--- src/hw/rtl/mbp_pkg.sv ---
// Package with the shared types and constants of the MSB-first bit packer.
`default_nettype none

package mbp_pkg;

    localparam int FIELD_WIDTH = 32;
    localparam int POS_W       = 16;
    localparam int BYTE_W      = 8;
    localparam int LEN_W       = 6;
    localparam int OP_W        = 2;
    localparam int MAX_BYTES   = (FIELD_WIDTH + BYTE_W - 1) / BYTE_W;
    localparam int CNT_W       = $clog2(MAX_BYTES + 1);
    localparam int PACK_W      = FIELD_WIDTH + BYTE_W;
    localparam int DATA_W      = MAX_BYTES * BYTE_W;
    localparam int PEND_CNT_W  = $clog2(BYTE_W);
    localparam int QUEUE_DEPTH = 2;
    localparam int QPTR_W      = $clog2(QUEUE_DEPTH);
    localparam int QCNT_W      = $clog2(QUEUE_DEPTH + 1);

    localparam logic [OP_W-1:0] OP_WRITE   = 2'd0;
    localparam logic [OP_W-1:0] OP_FLUSH   = 2'd1;
    localparam logic [OP_W-1:0] OP_RESTART = 2'd2;

    typedef struct packed {
        logic [OP_W-1:0]        op;
        logic [FIELD_WIDTH-1:0] value;
        logic [LEN_W-1:0]       bit_count;
    } cmd_word_t;

    typedef struct packed {
        logic [BYTE_W-1:0] out_byte;
        logic [POS_W-1:0]  byte_index;
        logic              last;
    } pkt_word_t;

    // One queued job: completed bytes left-aligned, how many, first position.
    typedef struct packed {
        logic [DATA_W-1:0] data;
        logic [CNT_W-1:0]  count;
        logic [POS_W-1:0]  index;
    } job_t;

endpackage

`default_nettype wire

--- src/hw/rtl/mbp_front.sv ---
// Front end: accepts commands, merges bits with the pending byte, queues jobs.
`default_nettype none

module mbp_front (
    input  wire logic              clk,
    input  wire logic              rst_n,
    input  wire logic              cmd_valid,
    output logic                   cmd_stall,
    input  wire mbp_pkg::cmd_word_t cmd,
    input  wire logic              q_full,
    output logic                   push,
    output mbp_pkg::job_t          push_job
);
    import mbp_pkg::*;

    logic [BYTE_W-1:0]     pend_reg;
    logic [BYTE_W-1:0]     pend_next;
    logic [PEND_CNT_W-1:0] pc_reg;
    logic [PEND_CNT_W-1:0] pc_next;
    logic [POS_W-1:0]      pos_reg;
    logic [POS_W-1:0]      pos_next;

    logic                  accept;
    logic                  len_ok;
    logic [LEN_W-1:0]      total;
    logic [CNT_W-1:0]      nbytes;
    logic [LEN_W-1:0]      shamt;
    logic [PACK_W-1:0]     vshift;
    logic [PACK_W-1:0]     merged;
    logic [MAX_BYTES:0][BYTE_W-1:0] merged_bytes;

    assign cmd_stall = q_full;
    assign accept    = cmd_valid && !q_full;

    assign len_ok = (cmd.bit_count != '0) && (cmd.bit_count <= LEN_W'(FIELD_WIDTH));
    assign total  = LEN_W'(pc_reg) + cmd.bit_count;
    assign nbytes = total[PEND_CNT_W +: CNT_W];
    assign shamt  = LEN_W'(FIELD_WIDTH) - cmd.bit_count;

    // Shifting the value up drops its unused high bits; then it slides in
    // behind the pending bits, which sit left-aligned at the top.
    assign vshift       = {cmd.value, {BYTE_W{1'b0}}} << shamt;
    assign merged       = {pend_reg, {FIELD_WIDTH{1'b0}}} | (vshift >> pc_reg);
    assign merged_bytes = merged;

    always_comb
    begin
        pend_next      = pend_reg;
        pc_next        = pc_reg;
        pos_next       = pos_reg;
        push           = 1'b0;
        push_job.data  = merged[PACK_W-1:BYTE_W];
        push_job.count = nbytes;
        push_job.index = pos_reg;
        if (accept)
        begin
            case (cmd.op)
                OP_WRITE:
                begin
                    if (len_ok)
                    begin
                        pend_next = merged_bytes[CNT_W'(MAX_BYTES) - nbytes];
                        pc_next   = total[PEND_CNT_W-1:0];
                        pos_next  = pos_reg + POS_W'(nbytes);
                        push      = (nbytes != '0);
                    end
                end
                OP_FLUSH:
                begin
                    if (pc_reg != '0)
                    begin
                        push_job.data  = {pend_reg, {(DATA_W - BYTE_W){1'b0}}};
                        push_job.count = CNT_W'(1);
                        push           = 1'b1;
                        pos_next       = pos_reg + POS_W'(1);
                    end
                    pend_next = '0;
                    pc_next   = '0;
                end
                OP_RESTART:
                begin
                    pend_next = '0;
                    pc_next   = '0;
                    pos_next  = '0;
                end
                default:
                begin
                end
            endcase
        end
    end

    always_ff @(posedge clk or negedge rst_n)
    begin
        if (!rst_n)
        begin
            pend_reg <= '0;
            pc_reg   <= '0;
            pos_reg  <= '0;
        end
        else
        begin
            pend_reg <= pend_next;
            pc_reg   <= pc_next;
            pos_reg  <= pos_next;
        end
    end

endmodule

`default_nettype wire

--- src/hw/rtl/mbp_queue.sv ---
// Short job queue between the front end and the byte emitter.
`default_nettype none

module mbp_queue (
    input  wire logic          clk,
    input  wire logic          rst_n,
    input  wire logic          push,
    input  wire mbp_pkg::job_t push_job,
    output logic               full,
    input  wire logic          pop,
    output logic               q_valid,
    output mbp_pkg::job_t      head
);
    import mbp_pkg::*;

    job_t              slot_reg [QUEUE_DEPTH];
    logic [QPTR_W-1:0] wr_reg;
    logic [QPTR_W-1:0] wr_next;
    logic [QPTR_W-1:0] rd_reg;
    logic [QPTR_W-1:0] rd_next;
    logic [QCNT_W-1:0] cnt_reg;
    logic [QCNT_W-1:0] cnt_next;
    logic              do_push;
    logic              do_pop;

    assign full    = (cnt_reg == QCNT_W'(QUEUE_DEPTH));
    assign q_valid = (cnt_reg != '0);
    assign head    = slot_reg[rd_reg];
    assign do_push = push && !full;
    assign do_pop  = pop && q_valid;

    always_comb
    begin
        wr_next  = wr_reg;
        rd_next  = rd_reg;
        cnt_next = cnt_reg;
        if (do_push)
        begin
            wr_next = (wr_reg == QPTR_W'(QUEUE_DEPTH - 1)) ? '0 : wr_reg + QPTR_W'(1);
        end
        if (do_pop)
        begin
            rd_next = (rd_reg == QPTR_W'(QUEUE_DEPTH - 1)) ? '0 : rd_reg + QPTR_W'(1);
        end
        if (do_push && !do_pop)
        begin
            cnt_next = cnt_reg + QCNT_W'(1);
        end
        else if (do_pop && !do_push)
        begin
            cnt_next = cnt_reg - QCNT_W'(1);
        end
    end

    always_ff @(posedge clk)
    begin
        if (do_push)
        begin
            slot_reg[wr_reg] <= push_job;
        end
    end

    always_ff @(posedge clk or negedge rst_n)
    begin
        if (!rst_n)
        begin
            wr_reg  <= '0;
            rd_reg  <= '0;
            cnt_reg <= '0;
        end
        else
        begin
            wr_reg  <= wr_next;
            rd_reg  <= rd_next;
            cnt_reg <= cnt_next;
        end
    end

endmodule

`default_nettype wire

--- src/hw/rtl/mbp_back.sv ---
// Back end: sends each queued job's bytes, one per cycle unless stalled.
`default_nettype none

module mbp_back (
    input  wire logic          clk,
    input  wire logic          rst_n,
    input  wire logic          q_valid,
    input  wire mbp_pkg::job_t head,
    output logic               pop,
    output logic               pkt_valid,
    input  wire logic          pkt_stall,
    output mbp_pkg::pkt_word_t pkt
);
    import mbp_pkg::*;

    logic [DATA_W-1:0] data_reg;
    logic [DATA_W-1:0] data_next;
    logic [CNT_W-1:0]  left_reg;
    logic [CNT_W-1:0]  left_next;
    logic [POS_W-1:0]  idx_reg;
    logic [POS_W-1:0]  idx_next;
    logic              out_valid_reg;
    logic              out_valid_next;
    pkt_word_t         out_word_reg;
    pkt_word_t         out_word_next;
    logic              load;

    // The output register takes a new word when it is empty or being drained.
    assign load = (!out_valid_reg || !pkt_stall) && (left_reg != '0);
    assign pop  = q_valid && ((left_reg == '0) || ((left_reg == CNT_W'(1)) && load));

    always_comb
    begin
        data_next = data_reg;
        left_next = left_reg;
        idx_next  = idx_reg;
        if (pop)
        begin
            data_next = head.data;
            left_next = head.count;
            idx_next  = head.index;
        end
        else if (load)
        begin
            data_next = data_reg << BYTE_W;
            left_next = left_reg - CNT_W'(1);
            idx_next  = idx_reg + POS_W'(1);
        end
    end

    always_comb
    begin
        out_valid_next           = out_valid_reg;
        out_word_next            = out_word_reg;
        if (load)
        begin
            out_valid_next           = 1'b1;
            out_word_next.out_byte   = data_reg[DATA_W-1 -: BYTE_W];
            out_word_next.byte_index = idx_reg;
            out_word_next.last       = (left_reg == CNT_W'(1));
        end
        else if (!pkt_stall)
        begin
            out_valid_next = 1'b0;
        end
    end

    assign pkt_valid = out_valid_reg;
    assign pkt       = out_word_reg;

    always_ff @(posedge clk)
    begin
        data_reg     <= data_next;
        idx_reg      <= idx_next;
        out_word_reg <= out_word_next;
    end

    always_ff @(posedge clk or negedge rst_n)
    begin
        if (!rst_n)
        begin
            left_reg      <= '0;
            out_valid_reg <= 1'b0;
        end
        else
        begin
            left_reg      <= left_next;
            out_valid_reg <= out_valid_next;
        end
    end

endmodule

`default_nettype wire

--- src/hw/rtl/msb_first_bit_packer.sv ---
// Top level of the MSB-first variable-length bit packer.
//
// The command channel (cmd_valid, cmd_stall, cmd) takes one word per cycle
// unless cmd_stall is high: a write appends the low bit_count bits of value
// (1 to 32 bits, MSB first), a flush sends the pending bits left-aligned and
// zero-padded, and a restart clears the pending bits and the byte position.
// Other opcodes and writes with a length of zero or above 32 change nothing.
// The packet channel (pkt_valid, pkt_stall, pkt) returns each completed byte
// with its 16-bit stream position; last marks the final byte produced by one
// command word. A command that completes bytes is queued in the cycle it is
// accepted; its first byte passes through the queue slot, the back end's
// data register and the output register, and its bytes follow one per cycle
// while the receiver does not stall (up to four for a 32-bit write). The byte
// emitter sets that rate. The front end keeps accepting commands while the
// two-entry job queue has room; when the receiver stalls, the output
// register holds its word, the queue fills and cmd_stall rises. Reset clears
// the pending bits, the position, the queue and the output register.
`default_nettype none

module msb_first_bit_packer (
    input  wire logic               clk,
    input  wire logic               rst_n,
    input  wire logic               cmd_valid,
    output logic                    cmd_stall,
    input  wire mbp_pkg::cmd_word_t cmd,
    output logic                    pkt_valid,
    input  wire logic               pkt_stall,
    output mbp_pkg::pkt_word_t      pkt
);
    import mbp_pkg::*;

    // Jobs flow front end -> queue -> back end; each side stalls on its own.
    logic push;
    job_t push_job;
    logic q_full;
    logic pop;
    logic q_valid;
    job_t head;

    mbp_front u_front (
        .clk       (clk),
        .rst_n     (rst_n),
        .cmd_valid (cmd_valid),
        .cmd_stall (cmd_stall),
        .cmd       (cmd),
        .q_full    (q_full),
        .push      (push),
        .push_job  (push_job)
    );

    mbp_queue u_queue (
        .clk      (clk),
        .rst_n    (rst_n),
        .push     (push),
        .push_job (push_job),
        .full     (q_full),
        .pop      (pop),
        .q_valid  (q_valid),
        .head     (head)
    );

    mbp_back u_back (
        .clk       (clk),
        .rst_n     (rst_n),
        .q_valid   (q_valid),
        .head      (head),
        .pop       (pop),
        .pkt_valid (pkt_valid),
        .pkt_stall (pkt_stall),
        .pkt       (pkt)
    );

endmodule

`default_nettype wire

--- config.mk ---
export PLATFORM = sky130hd
export DESIGN_NAME = msb_first_bit_packer
export DESIGN_NICKNAME = d
export VERILOG_FILES = /design/src/hw/rtl/mbp_pkg.sv /design/src/hw/rtl/mbp_front.sv /design/src/hw/rtl/mbp_queue.sv /design/src/hw/rtl/mbp_back.sv /design/src/hw/rtl/msb_first_bit_packer.sv
export SDC_FILE = /design/constraint.sdc
export NUM_CORES = 1
export LEC_CHECK = 0
export BUFFER_PORTS_ARGS = -buffer_cell sky130_fd_sc_hd__clkbuf_2
export CORE_MARGIN = 2
export CORE_UTILIZATION = 45
export DETAILED_ROUTE_END_ITERATION = 8
export SLEW_MARGIN = 20
export SYNTH_ARGS = -nofsm -noshare
export SYNTH_HDL_FRONTEND = slang
export SYNTH_SLANG_ARGS = --single-unit
--- constraint.sdc ---
create_clock -name clk -period 12.1 [get_ports clk]
set_input_delay 2.42 -clock clk [delete_from_list [all_inputs] [get_ports clk]]
set_output_delay 2.42 -clock clk [all_outputs]
set_load 0.005 [all_outputs]
=== Word level (Yosys, flattened, before mapping) ===
Memory sizes are Yosys's and may differ from the RTL's.
Index checks and enable logic that the tools add are counted.

* Logic and storage cells: 97
* Output and inout port bits: 27
* Memories: 1
* RAM bits: 102
* Flip-flop bits (word level): 108

{| class="wikitable"
|+ Memory list
! memory !! depth !! width !! rd ports !! clocked after Yosys merged registers in !! wr ports !! line !! text
|-
| u_queue.slot_reg || 2 || 51 || 1 || 0 || 1 || mbp_queue.sv:16 || <nowiki>job_t slot_reg [QUEUE_DEPTH];</nowiki>
|}

* Mux-type cells: 30
* Equality and inequality tests: 7
* Reduce and logical (&&, ||, !) cells: 30
* $lt $le $gt $ge: 2
* Add/subtract/negate cells: 11
* Bitwise operators: 1
* Shifts and indexed selects: 2

{| class="wikitable"
|+ Operators by type and width
! cell !! count
|-
| two-way mux 35 bit || 3
|-
| two-way mux 16 bit || 4
|-
| two-way mux 32 bit || 2
|-
| case mux 16 bit (3 select lines) || 1
|-
| bitwise OR 40 bit || 1
|-
| left shift 40 x 6 -> 40 bit || 1
|-
| >> shifter 40 x 3 -> 40 bit || 1
|-
| adder 16 x 1 -> 16 bit (second input constant) || 2
|-
| binary-select mux 8 bit (select 3 bit) || 1
|-
| adder 16 x 3 -> 16 bit || 1
|-
| two-way mux 8 bit || 2
|-
| case mux 8 bit (2 select lines) || 1
|-
| nonzero test 3 bit || 4
|-
| logical AND 1 bit || 9
|-
| two-way mux 1 bit || 9
|-
| two-way mux 3 bit || 3
|-
| nonzero test 2 bit || 4
|-
| adder 3 x 6 -> 6 bit || 1
|-
| less-or-equal comparator 6 bit (second input constant) || 1
|-
| != test 2 x 1 -> 1 bit (second input constant) || 3
|-
| case mux 3 bit (2 select lines) || 1
|-
| nonzero test 6 bit || 1
|-
| subtractor 6 bit (first input constant) || 1
|-
| zero test 1 bit || 5
|-
| 17 further kinds || 21
|}

=== Longest topological paths before layout ===
Gate-level depths: netlist (run 1).

* Depth in word-level cells: 10
* Depth in mapped cells: 17

=== Hierarchy ===
Synthesis (run 1) repeated with hierarchy kept, for this count alone.

* Cell total of the unflattened synthesis: 1211
* Area total of the unflattened synthesis: 13156.4 µm²

{| class="wikitable"
|+ Modules (own cells, without submodules)
! module !! cells an instance !! times used !! area an instance (µm²)
|-
| mbp_front || 768 || 1 || 5759.3
|-
| mbp_queue || 178 || 1 || 4130.2
|-
| mbp_back || 265 || 1 || 3266.9
|}

=== Worst setup path after synthesis (run 1) ===
No wires, ideal clock.

* Kind: in2reg
* Start point: input cmd[1] (netlist name)
* End point: memory u_queue.slot_reg[0][0] (netlist name) (enable)
* Required time: 11.634 ns
* Setup time: 0.466 ns
* Data arrival time: 6.738 ns
* Setup slack: 4.896 ns
* Path buffers: 1
* Stages on the path: 10
* Path through: ha_1 -> a21o_1 -> a21oi_1 -> xnor2_1 -> clkinv_1 -> clkbuf_1 -> ha_1 -> ha_1 -> o21ai_0 -> nor2b_1

* Word-level cells in the longest chain between the ends: 8

{| class="wikitable"
|+ RTL lines
! what !! line !! text
|-
| start, declared || msb_first_bit_packer.sv:25 || <nowiki>input wire mbp_pkg::cmd_word_t cmd,</nowiki>
|-
| adder 3 x 6 -> 6 bit (tied with other cells) || mbp_front.sv:36 || <nowiki>assign total = LEN_W'(pc_reg) + cmd.bit_count;</nowiki>
|-
| nonzero test 3 bit / logical AND 1 bit (equally long branches) || mbp_front.sv:65, mbp_front.sv:35 ||
|-
| two-way mux 1 bit * || mbp_front.sv:60 || <nowiki>if (len_ok)</nowiki>
|-
| case mux 1 bit (2 select lines) * || mbp_front.sv:57 || <nowiki>case (cmd.op)</nowiki>
|-
| two-way mux 1 bit * || mbp_front.sv:55 || <nowiki>if (accept)</nowiki>
|-
| logical AND 1 bit * || mbp_queue.sv:29 || <nowiki>assign do_push = push && !full;</nowiki>
|-
| net u_queue.do_push || mbp_queue.sv:23 || <nowiki>logic do_push;</nowiki>
|-
| two-way mux 1 bit * || mbp_queue.sv:57 || <nowiki>if (do_push)</nowiki>
|-
| two-way mux 1 bit (not written as such) * || mbp_queue.sv:59 || <nowiki>slot_reg[wr_reg] <= push_job;</nowiki>
|-
| end, declared || mbp_queue.sv:16 ||
|}

Mark *: on every way through the listed nets, which the timed path passes. The rest lies on a longest branch.

=== Worst setup path after layout (run 1) ===
* Start point: input cmd[0] (netlist name)
* End point: register u_front.pend_reg[6]

* Word-level cells in the longest chain between the ends: 8

{| class="wikitable"
|+ RTL lines
! what !! line !! text
|-
| subtractor 6 bit || mbp_front.sv:38 || <nowiki>assign shamt = LEN_W'(FIELD_WIDTH) - cmd.bit_count;</nowiki>
|-
| left shift 40 x 6 -> 40 bit || mbp_front.sv:42 || <nowiki>assign vshift = {cmd.value, {BYTE_W{1'b0}}} << shamt;</nowiki>
|-
| >> shifter 40 x 3 -> 40 bit || mbp_front.sv:43 || <nowiki>assign merged = {pend_reg, {FIELD_WIDTH{1'b0}}} | (vshift >> pc_reg);</nowiki>
|-
| bitwise OR 40 bit || mbp_front.sv:43 ||
|-
| binary-select mux 8 bit (select 3 bit) || mbp_front.sv:62 || <nowiki>pend_next = merged_bytes[CNT_W'(MAX_BYTES) - nbytes];</nowiki>
|-
| two-way mux 8 bit (not written as such) || mbp_front.sv:62 ||
|-
| two-way mux 8 bit || mbp_front.sv:60 ||
|-
| case mux 8 bit (2 select lines) || mbp_front.sv:57 ||
|-
| end signal, assigned || mbp_front.sv:103 || <nowiki>pend_reg <= pend_next;</nowiki>
|-
| end, declared || mbp_front.sv:16 || <nowiki>logic [BYTE_W-1:0] pend_reg;</nowiki>
|}

Parallel ways exist; a longest one is shown, timed or not. The select of a mux whose other input is x is not followed.
A chain may end at the register's enable or synchronous reset.

==> qor.yml, run 1 <==
seq_area_sq_mm: 0.006132
slew_viol_final: 0
path_class: "in -> reg"
total_power_mw: 3.089
r2r_slack_ns: 7.39
reg2reg_to: "u_front.pend_reg[0]"
max_cap_viol_count: 0
cp.required_ns: 12.46
yosys-top-cells-area: "edfxtp_1 41%, mux4_2 7.8%, dfrtp_1 6.8%"
cts.sinks: 210
fill_cells: 2621
worst_pin_slew_ns: 1.069
grt_max_degree: 98
dr.pass1.iters: 8
rsz0062_at_grt: "no"
post_cts_resized: 0
cellInternalPower_mw: 1.927
vias: 9483
die_h_microns: 173.8
avgViaCountPerCell: 6.006
portBuffers: 70
post_drt_wl_per_cell_microns: 20.62
core_sq_mm: 0.02855
nets: 1243
r2r-start: "u_front.pc_reg[2]"
grt.total_usage_pct: 21.30
area_growth_pct: 10.21
fmax_mhz: 144.9
numCtsBuffers: 22
dieArea_sq_mm: 0.03019
io-pin-count: 71
clkPwrFrac_pct: 20.9
power.leakage_nw: 5.322
ys.flop_type: "edfxtp_1"
dr.first_iter.drc_count: 1012
powerDensity_mw_per_mm2: 216.2
htree_levels: 1
insertion_delay_ns: 0.51
gp_congestion: 0.9612
die_w_microns: 173.8
synth_seq_cells: 210
ant_nets: 0
fin_tns_setup_ns: 0
root_buffer: "clkbuf_16"
grt_overflow: 0
min_from: "u_back.data_reg[31]"
yosys.area.top_type: "edfxtp_1"
holdPathEnd: "u_back.pkt[24]"
cp-end-kind: "flip-flop"
largest_register_ff_count: 102
wl_mm: 32.56
initial_core_util_pct: 45.42
p_switching_mw: 1.162
hold_viol_final: 0
synth_cells: 1141
period_share_pct: 57.05
worstPathArrival_ns: 7.26
fin_crit_ns: 6.903
pwr-share-seq_pct: 38.6
worst_slack_ns: 5.197
clk_pin_slew_ns: 0.06
dp_worst_setup_slack_ns: 4.404
cts_tree: "done"
utilization_pct: 50.06
ctsHoldBuffers: 0
yosys_warnings: 0
grt_pass1_vias: 9032
avgSynthCellArea_sq_um: 11.36
drc: 0
reg2reg_depth: 12
diodes: 0
outcome: "completed"
grt_pass1_wl_mm: 51.31
startpoint_type: "input port"
hpwl_mm: 23.21
min_path_type: "reg -> reg"
clock_skew_ns: 0.02372
synth_edf_count: 175
ctsLongestPathBuffers: 3
rows: 62
synth_top_area_share_pct: 40.52
syn_area_sq_mm: 0.01297
multi_input_comb_area_sq_mm: 0.006350
setup_viol: 0
p_sw_share_pct: 37.61
synth_common_cells: "175 x edfxtp_1, 118 x nand2_1, 90 x nor2_1"
antenna_found_initial: 0
syn_nets: 1205
postCtsSetupBuffers: 0
yosysSeqAreaShare_pct: 47.28
irDropWorstVdd_uv: 120.7
comb_power_share_pct: 40.4
synth.most_common_cell: "edfxtp_1"
ys_types: 86
async_reset_ff_share_pct: 16.67
crit_fanout: 53
slew_headroom_pct: 28.52
whs_path_depth: 0
drive_gt1_share_pct: 19.25
per-layer routing:
| layer | part of all wire (%) | vias to the layer above | track usage, % |
|---|---|---|---|
| met3 | 5.8 | 52 | 1.952 |
| met2 | 46 | 389 | 33.67 |
| li1 | - | 4463 | - |
| met1 | 46 | 4579 | 31.47 |
| met4 | 2.1 | 0 | 6.022 |
| met5 | 0 | - | 0 |
critical path, cell delays in order:
cell and delay [ns]:
clkbuf_2 0.08, buf_4 0.49, inv_1 0.45, ha_4 0.84
mux4_2 0.46, and2_1 0.19, a211oi_1 0.25, a211oi_1 0.11
o32ai_1 0.95, mux4_2 0.47, nor2b_1 0.05, or4b_1 0.46
cells by family after synthesis:
group / share of synthesized area, %
adders and majority gates: 2.046
muxes: 17.29
xor gates and xnor gates: 2.489
DFF: 47.28
AOI/OAI and AO/OA: 13.85
buffers and inverters: 4.091
and+or+nand+nor: 12.96
per-stage QoR:
step / instances / hold WS, ns / instance area, sq um
floorplan: 1141 / 0.4003 / 12970
global placement: 1538 / 0.4052 / 13540
detailed placement: 1538 / 0.4045 / 13540
CTS: 1578 / 0.4192 / 14250
global route: 1579 / 0.4236 / 14290
finish: 1579 / 0.4183 / 14290
power groups by stage:
stage	clock [mW]	sequential [mW]	combinational, mW
2_1_floorplan	0	1.19	0.885
3_3_place_gp	0	1.20	1.23
3_5_place_dp	0	1.21	1.23
4_1_cts	0.663	1.19	1.24
5_1_grt	0.694	1.22	1.37
6_report	0.647	1.19	1.25
worst max path at each step:
stage,start,depth (start not counted),slack (ns),end
detailed placement,cmd[0],12,4.40,u_front.pend_reg[6]
global route,cmd[0],12,4.95,u_front.pend_reg[6]
floorplan,cmd[1],10,4.90,u_queue.slot_reg[0][0]
finish,cmd[0],12,5.20,u_front.pend_reg[6]
CTS,cmd[0],12,4.91,u_front.pend_reg[6]
global placement,cmd[0],12,4.43,u_front.pend_reg[6]
final cells by class:
| class | instances | area share, % |
|---|---|---|
| Sequential cell | 210 | 42.91 |
| Inverter | 30 | 0.7880 |
| Tap cell | 384 | 3.362 |
| Timing Repair Buffer | 88 | 3.485 |
| Clock inverter | 9 | 0.5165 |
| Clock buffer | 31 | 4.509 |
| Multi-Input combinational cell | 827 | 44.43 |
layout by cell type (no fill, tap or decap), types with 7 or more instances in the layout:
cell,netlist,final
a211oi_1,20,20
a21oi_1,32,32
a22o_1,7,7
and2_1,9,8
buf_4,5,17
clkbuf_16,0,22
clkbuf_2,0,70
dfrtp_1,35,34
edfxtp_1,175,175
ha_1,18,17
inv_1,27,26
mux2_2,22,22
mux2i_1,85,85
mux4_2,45,45
nand2_1,118,117
nand2b_1,8,8
nand3_1,26,26
nor2_1,90,90
nor2b_1,24,23
nor3_1,22,22
o211ai_1,9,9
o21ai_0,71,71
o221ai_1,7,7
o22ai_1,20,20
or2_2,7,7
xnor2_1,14,14
xor2_1,21,21
(Power assumes the default switching activity.)
==> run 2: changes to the inputs <==
- ABC_AREA: default -> 1
- clock period: 12.1 -> 5.8 ns (I/O delays scaled with it)
==> run 2 against run 1 <==
  * Clock power increased by 130%
  * Design area shrank 6.1%
  * Count of clock-buffer cells in the layout up 4
  * Synthesized cell count is 27% higher
  * Combinational power is 130% higher
  * Total power up 130%
  * Sequential cell count unchanged
  * First-iteration DRC count is 1.2% higher
  * Wire length down 0.18%
==> qor.yml, run 2 <==
total_power_mw: 6.952
yosys.area.top_type: "edfxtp_1"
ys.flop_type: "edfxtp_1"
min_from: "u_back.data_reg[29]"
postCtsSetupBuffers: 0
cts_tree: "done"
avgViaCountPerCell: 5.651
dr.pass1.iters: 6
grt_overflow: 0
rows: 59
die_h_microns: 167.7
layout_commonest_cell: "nand2_1"
vias: 10392
drive_gt1_share_pct: 9.973
powerDensity_mw_per_mm2: 518.1
fin_area_sq_mm: 0.01342
area_growth_pct: 11.27
synth_top_area_share_pct: 43.58
grt.total_usage_pct: 23.32
path_class: "in -> reg"
async_reset_ff_share_pct: 16.67
insertion_delay_ns: 0.51
setup_viol: 0
max_cap_viol_count: 0
hold_viol_final: 0
crit_fanout: 35
synth_edf_count: 175
dieArea_sq_mm: 0.02812
avgSynthCellArea_sq_um: 8.305
slew_viol_final: 0
largest_register_ff_count: 102
final_cell_mix: "389 x nand2_1, 376 x nand3_1, 175 x edfxtp_1"
htree_levels: 1
ctsLongestPathBuffers: 3
fill_cells: 2518
rsz0062_at_grt: "no"
syn_nets: 1516
min_path_type: "reg -> reg"
post_drt_wl_per_cell_microns: 17.67
grt_max_degree: 69
die_w_microns: 167.7
nets: 1551
root_buffer: "clkbuf_16"
power.leakage_nw: 5.665
clk_pin_slew_ns: 0.06
antenna_found_initial: 0
irDropWorstVdd_uv: 191.9
dr.first_iter.drc_count: 1024
utilization_pct: 51.20
worstPathArrival_ns: 4.26
slew_headroom_pct: 29.07
drc: 0
period_share_pct: 70.27
core_sq_mm: 0.02621
fmax_mhz: 245.4
cp.required_ns: 5.98
initial_core_util_pct: 46.02
wl_mm: 32.50
reg2reg_depth: 10
yosysSeqAreaShare_pct: 50.84
fin_hold_ws_ns: 0.4169
reg2reg_to: "u_queue.slot_reg[0][21]"
yosys_warnings: 0
placedInstanceArea_sq_mm: 0.01265
numCtsBuffers: 23
synth_seq_cells: 210
diodes: 0
outcome: "completed"
cp-end-kind: "flip-flop"
startpoint_type: "input port"
clock_skew_ns: 0.02602
yosys-top-cells-area: "edfxtp_1 44%, nand3_1 16%, nand2_1 12%"
r2r-start: "u_front.pc_reg[1]"
gp_congestion: 0.9655
syn_area_sq_mm: 0.01206
fin_tns_setup_ns: 0
synth.most_common_cell: "nand2_1"
r2r_slack_ns: 1.95
fin_crit_ns: 4.076
post_cts_resized: 0
grt_pass1_vias: 9499
ant_nets: 0
ctsHoldBuffers: 0
holdPathEnd: "u_back.pkt[22]"
portBuffers: 70
worst_pin_slew_ns: 1.063
io-pin-count: 71
grt_pass1_wl_mm: 52.25
cts.sinks: 210
synth_common_cells: "389 x nand2_1, 376 x nand3_1, 175 x edfxtp_1"
synth_cells: 1452
hpwl_mm: 23.09
ys_types: 50
whs_path_depth: 0
-- run 2: cell count changes in the layout (fill, tap and decap cells not counted), moves of 9 or more --
cell / delta
a211oi_1: -19
a31oi_1: +40
inv_1: +47
mux2_2: -22
mux2i_1: -84
mux4_2: -45
nand2_1: +272
nand3_1: +350
nand4_1: +11
nor2b_1: -23
nor3_1: -12
o21ai_0: -48
o22ai_1: -19
xnor2_1: -9
-- run 2: cell families (layout without fill, tap and decap cells) --
kind of cell / count (synthesis) / after routing / share of synthesized area [%]
AOI/OAI and AO/OA: 136 / 136 / 6.869
and+or+nand+nor: 904 / 904 / 33.00
adders and majority gates: 20 / 20 / 2.200
DFF: 210 / 210 / 50.84
buffers and inverters: 163 / 215 / 5.696
xor gates and xnor gates: 18 / 18 / 1.307
muxes: 1 / 1 / 0.08301
-- run 2: cell type report --
type                    instances  area (sq um)  area share, %
flip-flops and latches        210          6131          45.69
multi-input cells            1079          5260          39.20
clock buffers                  35         680.7          5.073
repair buffers                 89         518.0          3.860
well taps                     335         419.2          3.124
inverters                      84         319.1          2.378
clock inverters                 7         90.09         0.6714
-- run 2: worst max-delay path by stage --
stage | startpoint | endpoint | slack, ns | depth (start not counted)
CTS | cmd[39] | u_queue.slot_reg[0][34] | 1.77 | 13
floorplan | cmd[2] | u_queue.slot_reg[1][0] | 0.19 | 15
finish | cmd[39] | u_queue.slot_reg[0][21] | 1.72 | 13
global route | cmd[39] | u_queue.slot_reg[0][21] | 1.49 | 13
global placement | cmd[39] | u_queue.slot_reg[0][26] | 1.25 | 13
detailed placement | cmd[39] | u_queue.slot_reg[0][26] | 1.26 | 13
-- run 2: worst max-delay path, stage by stage --
cell and delay, ns:
clkbuf_2 0.10, inv_1 0.09, ha_1 0.15, buf_4 0.26
inv_1 0.11, nor2_1 0.16, inv_1 0.09, nor2_1 0.65
inv_1 0.35, nand2_1 0.22, inv_1 0.12, nor2_4 0.45
buf_12 0.30
-- run 2: where the power goes --
group / leakage, nW / switching (mW) / total (mW) / internal [mW]
registers: 2.12 / 0.226 / 2.61 / 2.39
clock network: 0.378 / 0.574 / 1.47 / 0.898
logic: 3.16 / 2.01 / 2.87 / 0.858
total: 5.66 / 2.81 / 6.95 / 4.14
-- run 2: stage by stage --
stage,worst slack [ns],cells
6_report,1.724,1839
5_1_grt,1.494,1839
4_1_cts,1.769,1839
3_5_place_dp,1.264,1797
3_3_place_gp,1.253,1797
2_1_floorplan,0.1898,1452
-- run 2: layer usage --
layer  routed length, microns  GRT usage, %
met1                    15890         36.61
met2                    13710         33.79
met3                     2312         3.947
met5                        0             0
met4                      585         4.839
